`src/rtl/core/htbd_ram.sv`:
```
// generic simple dual-port ram with registered read
`default_nettype none

module htbd_ram #(
  parameter int Width = 8,
  parameter int Depth = 16
) (
  input  wire logic                     clk_i,
  input  wire logic                     we_i,
  input  wire logic [$clog2(Depth)-1:0] waddr_i,
  input  wire logic [Width-1:0]         wdata_i,
  input  wire logic                     re_i,
  input  wire logic [$clog2(Depth)-1:0] raddr_i,
  output      logic [Width-1:0]         rdata_o
);

  logic [Width-1:0] mem [Depth];
  logic [Width-1:0] rdata_q;

  always_ff @(posedge clk_i) begin
    if (we_i) begin
      mem[waddr_i] <= wdata_i;
    end
    if (re_i) begin
      rdata_q <= mem[raddr_i];
    end
  end

  assign rdata_o = rdata_q;

endmodule

`default_nettype wire
```
`config.mk`:
```
export PLATFORM = sky130hd
export DESIGN_NAME = htbd_ram
export DESIGN_NICKNAME = d
export VERILOG_FILES = /design/src/rtl/core/htbd_ram.sv
export SDC_FILE = /design/constraint.sdc
export NUM_CORES = 1
export LEC_CHECK = 0
export ABC_AREA = 0
export BUFFER_PORTS_ARGS = -buffer_cell sky130_fd_sc_hd__buf_2
export CAP_MARGIN = 20
export CORE_ASPECT_RATIO = 0.75
export CORE_MARGIN = 3
export CORE_UTILIZATION = 45
export DETAILED_ROUTE_END_ITERATION = 8
export PLACE_DENSITY = 0.59
export SLEW_MARGIN = 20
export SYNTH_ARGS = -nofsm -noshare
export SYNTH_HDL_FRONTEND = slang
export SYNTH_SLANG_ARGS = --single-unit
```
`constraint.sdc`:
```
create_clock -name clk_i -period 2.3 [get_ports clk_i]
set_input_delay 0.23 -clock clk_i [delete_from_list [all_inputs] [get_ports clk_i]]
set_output_delay 0.23 -clock clk_i [all_outputs]
set_load 0.03 [all_outputs]
```
; Yosys cells after proc, flatten, opt, wreduce, memory -nomap -nowiden
; Memory sizes are Yosys's and may differ from the RTL's. A register that Yosys moved wholly into a read port is not among the register bits.
; Index checks and enable logic that the tools add are counted.
[word_totals]
ff_bits = 0
n_memories = 1
ramBits = 128
[mem_list]
columns = name, depth, width, rd, rd_clocked_by_memory_dff, wr, line
row1 = mem, 16, 8, 1, 1, 1, 17  ; logic [Width-1:0] mem [Depth];
[op_classes]
muxes = 2
[op_table]
columns = op, count
row1 = two-way mux 1 bit, 2

; Depth between registers and ports, before layout
; Gate-level depths: netlist of the first run.
[depth]
word_depth = 2
ltp_mapped = 5
depth_no_buf = 3

; Worst setup path before layout of the first run
; OpenSTA, ideal clock, no wires.
[synth_timing]
path_kind = input port to flip-flop
start = in waddr_i[2]
end = mem mem[0][0] (enable)
setup_slack_ps = 577
setup_time_ps = 383
path_stages = 2
required_time_ps = 1917
n_path_buf = 0
t_arrival_ps = 1340
cell_sequence = or3b_2 > nor3_1
[synth_rtl]
columns = element, line
row1 = "start, declared", 10  ; input wire logic [$clog2(Depth)-1:0] waddr_i,
row2 = "end, declared", 17
; No word-level cell before the write port.

==> flow_summary.yaml, run 1 <==
cells_and_area:
  final_area_um2: 6230
  nets: 303
  n_fill_cell: 831
  post-route-util_pct: 55.9
  area_delta_synth_final_pct: 19.2
  multiInputGateArea_um2: 1060
  n_antenna_cell: 0
  drive_gt1_share_pct: 31.6
  regArea_um2: 4080
logic_synthesis:
  synth_top_area_share_pct: 78.1
  synth_area_leaders: "edfxtp_1 78%, mux4_2 7.8%, mux4_1 7.0%, a22oi_1 2.3%, nor2_1 0.93%"
  synth_top_cells_by_count: "136 x edfxtp_1, 18 x mux4_2, 16 x a22oi_1, 14 x mux4_1, 13 x nor2_1"
  synth_edf_count: 136
  yosysMostFrequentCell: "edfxtp_1"
  yosys_most_used_dff: "edfxtp_1"
  avgSynthCellArea_um2: 22.8
  synth_top_area_cell: "edfxtp_1"
  async_flop_share_pct: 0
  synth_seq_area_share_pct: 78.1
  synth_area_um2: 5230
  syn_inst: 229
  syn-num-nets: 248
  ys_warn_count: 0
  ys_types: 18
  synth_seq_cells: 136
detailed_routing:
  drt-initial-drc-count: 161
  postRouteAntennaNets: 0
  wirelength_um: 10400
  drc: 0
  wl_per_cell_um: 23.8
  vias_per_cell: 5.56
  vias: 2430
  dr.pass1.iters: 4
sta:
  grt_setup_unrepaired: "no"
  fin_setup_tns_ns: 0
  worst_slack_ns: 0.797
  tightest_slew_ns: 0.458
  final-setup-viol-count: 0
  hold_viol_final: 0
  slew_headroom_pct: 69.2
  fmax_mhz: 665
  slew_viol_final: 0
  skew_ns: 0.00328
  post-route-period-util_pct: 65.3
  holdWs_ns: 0.202
  layout_min_cycle_time_ns: 1.50
placed_design:
  gp_congestion: 0.710
  dp_worst_setup_slack_ns: 0.433
  portBuffers: 26
  dpl_cell_area_um2: 5620
  hpwl_um: 6500
clocking:
  clk_pin_slew_worst_paths_ns: 0.05
  post_cts_resized: 0
  cts.hold.buffers_added: 0
  cts_buffer_depth: 2
  cts_root_buffer: "clkbuf_16"
  clk_latency_ns: 0.40
  post_cts_buffers: 0
  ctsHtreeMaxLevel: 4
  tritoncts.num_buffers: 17
  cts.sinks: 136
  tritoncts: "yes"
global_routing:
  track_usage_pct: 17.2
  grt_max_degree: 33
  grt_pass1_wl_um: 15200
  antenna_found_initial: 0
  overflow: 0
  grt_pass1_vias: 2358
floorplanning:
  die_area_um2: 13000
  die_w_um: 130
  die_y_um: 99.3
  num_rows: 33
  core-area_um2: 11100
  io_pins: 27
  initial_core_util_pct: 46.9
critical_path:
  worstSetupStartpointType: "flip-flop"
  crit_path_end_kind: "flip-flop"
  required_ns: 2.45
  slowest_stage: "mux4_1"
  arrival_ns: 1.66
  crit_fanout: 1
  path_buf_inv: 0
  path_class: "reg -> reg"
  max_stage_delay_ns: 0.52
  crit_family: "multiplexers"
  path_cells: "mux4_1, a22oi_1, nand2_1"
min_path:
  hold_path.class: "in -> reg"
run:
  max_cap_viol_count: 0
run_status:
  status: "complete, no violations"
pwr:
  p_leak_nw: 2.12
  p_per_area_nw_per_um2: 936
  peakVddDrop_mv: 0.640
layout make-up:
class / count / area share [%]
sequential: 136 / 65.5
multi-input combinational: 83 / 17.0
clock buffer: 17 / 6.83
timing repair buffer: 46 / 4.90
clock inverter: 15 / 2.95
tap: 140 / 2.81
worst paths after layout:
path	start	depth (start not counted)	slack (ns)	end
worst max-delay path	mem[2][3]	3	0.80	rdata_o[3]
worst min-delay path	re_i	1	0.20	rdata_o[7]
worst max register to register	mem[2][3]	3	0.80	rdata_o[3]
worst min register to register	mem[11][3]	3	0.75	rdata_o[3]
per-stage QoR:
stage	instances	total power [mW]
after global placement	405	3.14
after detailed placement	405	3.15
after global routing	437	6.03
final	437	5.83
after floorplan	229	3.02
after CTS	437	5.89
per-layer routing:
metal  GRT usage [%]  up-vias  share of wire (%)
met5               0        -                  0
met4            7.19        0                1.3
met3            4.29       13                6.4
met2            22.5       76                 45
met1            27.5     1246                 47
li1                -     1095                  -
cells in the final DEF (no fill, tap or decap), drive strengths merged:
cell      count
mux4         32
edfxtp      136
and2b         1
nor2         13
nand3b        2
and2          1
clkbuf       17
nand2b        2
nor2b         1
or3b          1
buf          46
bufinv        4
nand2         9
clkinv        9
clkinvlp      2
nor3          4
nand3         1
a22oi        16
worst register-to-register path, delay by kind of cell, from the launching register on:
kind	cells	cell delay (ns)
AOI/OAI and AO/OA	1	0.30
and+or+nand+nor	1	0.08
DFF	1	0.36
muxes	1	0.52
logic make-up after synthesis:
kind of cell / share of synthesized area (%)
flops: 78.1
simple gates: 3.14
mux: 14.8
compound gates: 2.30
buf+inv: 1.65
power breakdown:
part | leakage [nW] | total, mW | internal (mW) | switching, mW
Clock | 0.295 | 2.74 | 1.79 | 0.950
Combinational | 0.588 | 0.280 | 0.110 | 0.170
Sequential | 1.24 | 2.81 | 2.79 | 0.0159
flip-flops by register name (all words and copies together), names as in the netlist:
signal / count
mem: 128
rdata_o: 8
(Power assumes the default switching activity.)
==> run 2: changes to the inputs <==
ABC_AREA = 1   (was 0)
PLACE_DENSITY = 0.58   (was 0.59)
clock period = 1.4 ns   (was 2.3 ns; I/O delays follow)
==> flow_summary.yaml, run 2 <==
cells_and_area:
  area_delta_synth_final_pct: 16.5
  post-route-util_pct: 54.6
  largest_reg_flops: 128
  nets: 616
  multiInputGateArea_um2: 1210
  final_common_cell: "nand2_1"
  regArea_um2: 4080
  drive_gt1_share_pct: 12.8
  top_register: "mem"
  n_fill_cell: 1097
  final_area_um2: 6810
  n_antenna_cell: 0
  final_cell_mix: "173 x nand2_1, 136 x edfxtp_1, 100 x inv_1, 97 x nand3_1, 26 x buf_2"
global_routing:
  track_usage_pct: 20.0
  grt_pass1_wl_um: 20900
  grt_pass1_vias: 3544
  busiest_layer: "met1"
  grt_use_met1_pct: 32.3
  grt_max_degree: 42
  antenna_found_initial: 0
  grtUsageMet2_pct: 26.6
  gr-usage-met3_pct: 4.52
  overflow: 0
detailed_routing:
  vias_per_cell: 4.97
  dr.pass1.iters: 5
  wirelength_um: 13500
  wl_per_cell_um: 17.4
  drc: 0
  drt-initial-drc-count: 415
  postRouteAntennaNets: 0
  vias: 3860
min_path:
  hold_path.class: "in -> reg"
sta:
  worst_slack_ns: 0.193
  slew_viol_final: 0
  slew_headroom_pct: 56.4
  final-setup-viol-count: 0
  tightest_slew_ns: 0.653
  skew_ns: 0.00903
  hold_viol_final: 0
  post-route-period-util_pct: 86.2
  grt_setup_unrepaired: "no"
  layout_min_cycle_time_ns: 1.21
  fmax_mhz: 829
critical_path:
  crit_path_end_kind: "output pin"
  path_cells: "buf_2"
  crit_fanout: 1
  path_buf_inv: 1
  arrival_ns: 1.07
  path_class: "reg -> out"
  max_stage_delay_ns: 0.45
  crit_family: "flip-flops"
  required_ns: 1.26
  worstSetupStartpointType: "flip-flop"
  slowest_stage: "edfxtp_1"
clocking:
  clk_pin_slew_worst_paths_ns: 0.05
  cts.sinks: 136
  cts.hold.buffers_added: 0
  cts_buffer_depth: 2
  clk_latency_ns: 0.41
  cts_root_buffer: "clkbuf_16"
  tritoncts.num_buffers: 17
  tritoncts: "yes"
  post_cts_buffers: 0
  post_cts_resized: 0
  ctsHtreeMaxLevel: 4
logic_synthesis:
  avgSynthCellArea_um2: 10.6
  synth_edf_count: 136
  async_flop_share_pct: 0
  synth_top_area_share_pct: 69.8
  synth_top_cells_by_count: "173 x nand2_1, 136 x edfxtp_1, 100 x inv_1, 97 x nand3_1, 17 x nor2_1"
  ys_warn_count: 0
  syn-num-nets: 570
  synth_seq_area_share_pct: 69.8
  synth_top_area_cell: "edfxtp_1"
  yosysMostFrequentCell: "nand2_1"
  synth_area_um2: 5850
  synth_seq_cells: 136
  ys_types: 11
  yosys_most_used_dff: "edfxtp_1"
  synth_area_leaders: "edfxtp_1 70%, nand2_1 11%, nand3_1 8.3%, inv_1 6.4%, buf_6 1.2%"
  syn_inst: 551
placed_design:
  portBuffers: 26
  dpl_cell_area_um2: 6240
  dp_worst_setup_slack_ns: -0.0254
  hpwl_um: 8290
  gp_congestion: 0.830
pwr:
  peakVddDrop_mv: 1.06
  p_leak_nw: 2.95
  total_power_mw: 9.53
  p_per_area_nw_per_um2: 1400
floorplanning:
  die_w_um: 138
  initial_core_util_pct: 46.8
  io_pins: 27
  die_y_um: 105
  die_area_um2: 14400
  num_rows: 35
  core-area_um2: 12500
run_status:
  status: "complete, no violations"
run:
  max_cap_viol_count: 0
-- run 2: changes by cell type after synthesis, sizes merged --
cell	before	now
a22oi	16	0
and2	1	0
and2b	1	0
buf	7	24
clkdlybuf4s25	3	0
inv	0	102
mux4	32	0
nand2	9	173
nand2b	2	0
nand3	1	97
nor2	13	17
nor2b	1	0
nor3	4	0
or3b	1	0
-- run 2: worst paths after layout --
check        slack (ns)  cells after the start         end  startpoint
min                0.11                      1  rdata_o[5]        re_i
max reg2reg        0.30                      6  rdata_o[6]  mem[13][6]
max                0.19                      1  rdata_o[0]  rdata_o[0]
min reg2reg        0.76                      6  rdata_o[7]   mem[2][7]
-- run 2: cell families after synthesis --
kind of cell,Yosys count,share of synthesized area [%]
buffers and inverters,126,9.39
DFF,136,69.8
and+or+nand+nor,289,20.8
-- run 2: cell type report --
type | count | share of cell area (%)
clock inverters | 12 | 1.95
flip-flops and latches | 136 | 59.9
multi-input cells | 289 | 17.8
inverters | 102 | 5.62
clock buffers | 20 | 6.41
repair buffers | 51 | 5.22
well taps | 166 | 3.05
-- run 2: through the flow --
stage,cells,hold WS [ns],TNS [ns]
floorplan,551,0.239,0
global placement,744,0.525,-0.0373
detailed placement,744,0.526,-0.0331
CTS,776,0.0983,0
global route,776,0.105,0
finish,776,0.110,0
-- run 2: where the power goes --
part | switching [mW] | internal, mW | leakage (nW) | total (mW)
sequential | 0.0309 | 4.59 | 1.24 | 4.62
combinational | 0.424 | 0.173 | 1.44 | 0.598
clock | 1.55 | 2.76 | 0.277 | 4.31
total | 2.01 | 7.52 | 2.95 | 9.53
-- run 2: per-layer routing --
layer | wire length, µm | share of wire, % | up-vias
met3 | 1100 | 8.2 | 12
met2 | 5710 | 42 | 161
met1 | 6520 | 48 | 1814
met5 | 0 | 0 | -
li1 | - | - | 1873
met4 | 172 | 1.3 | 0
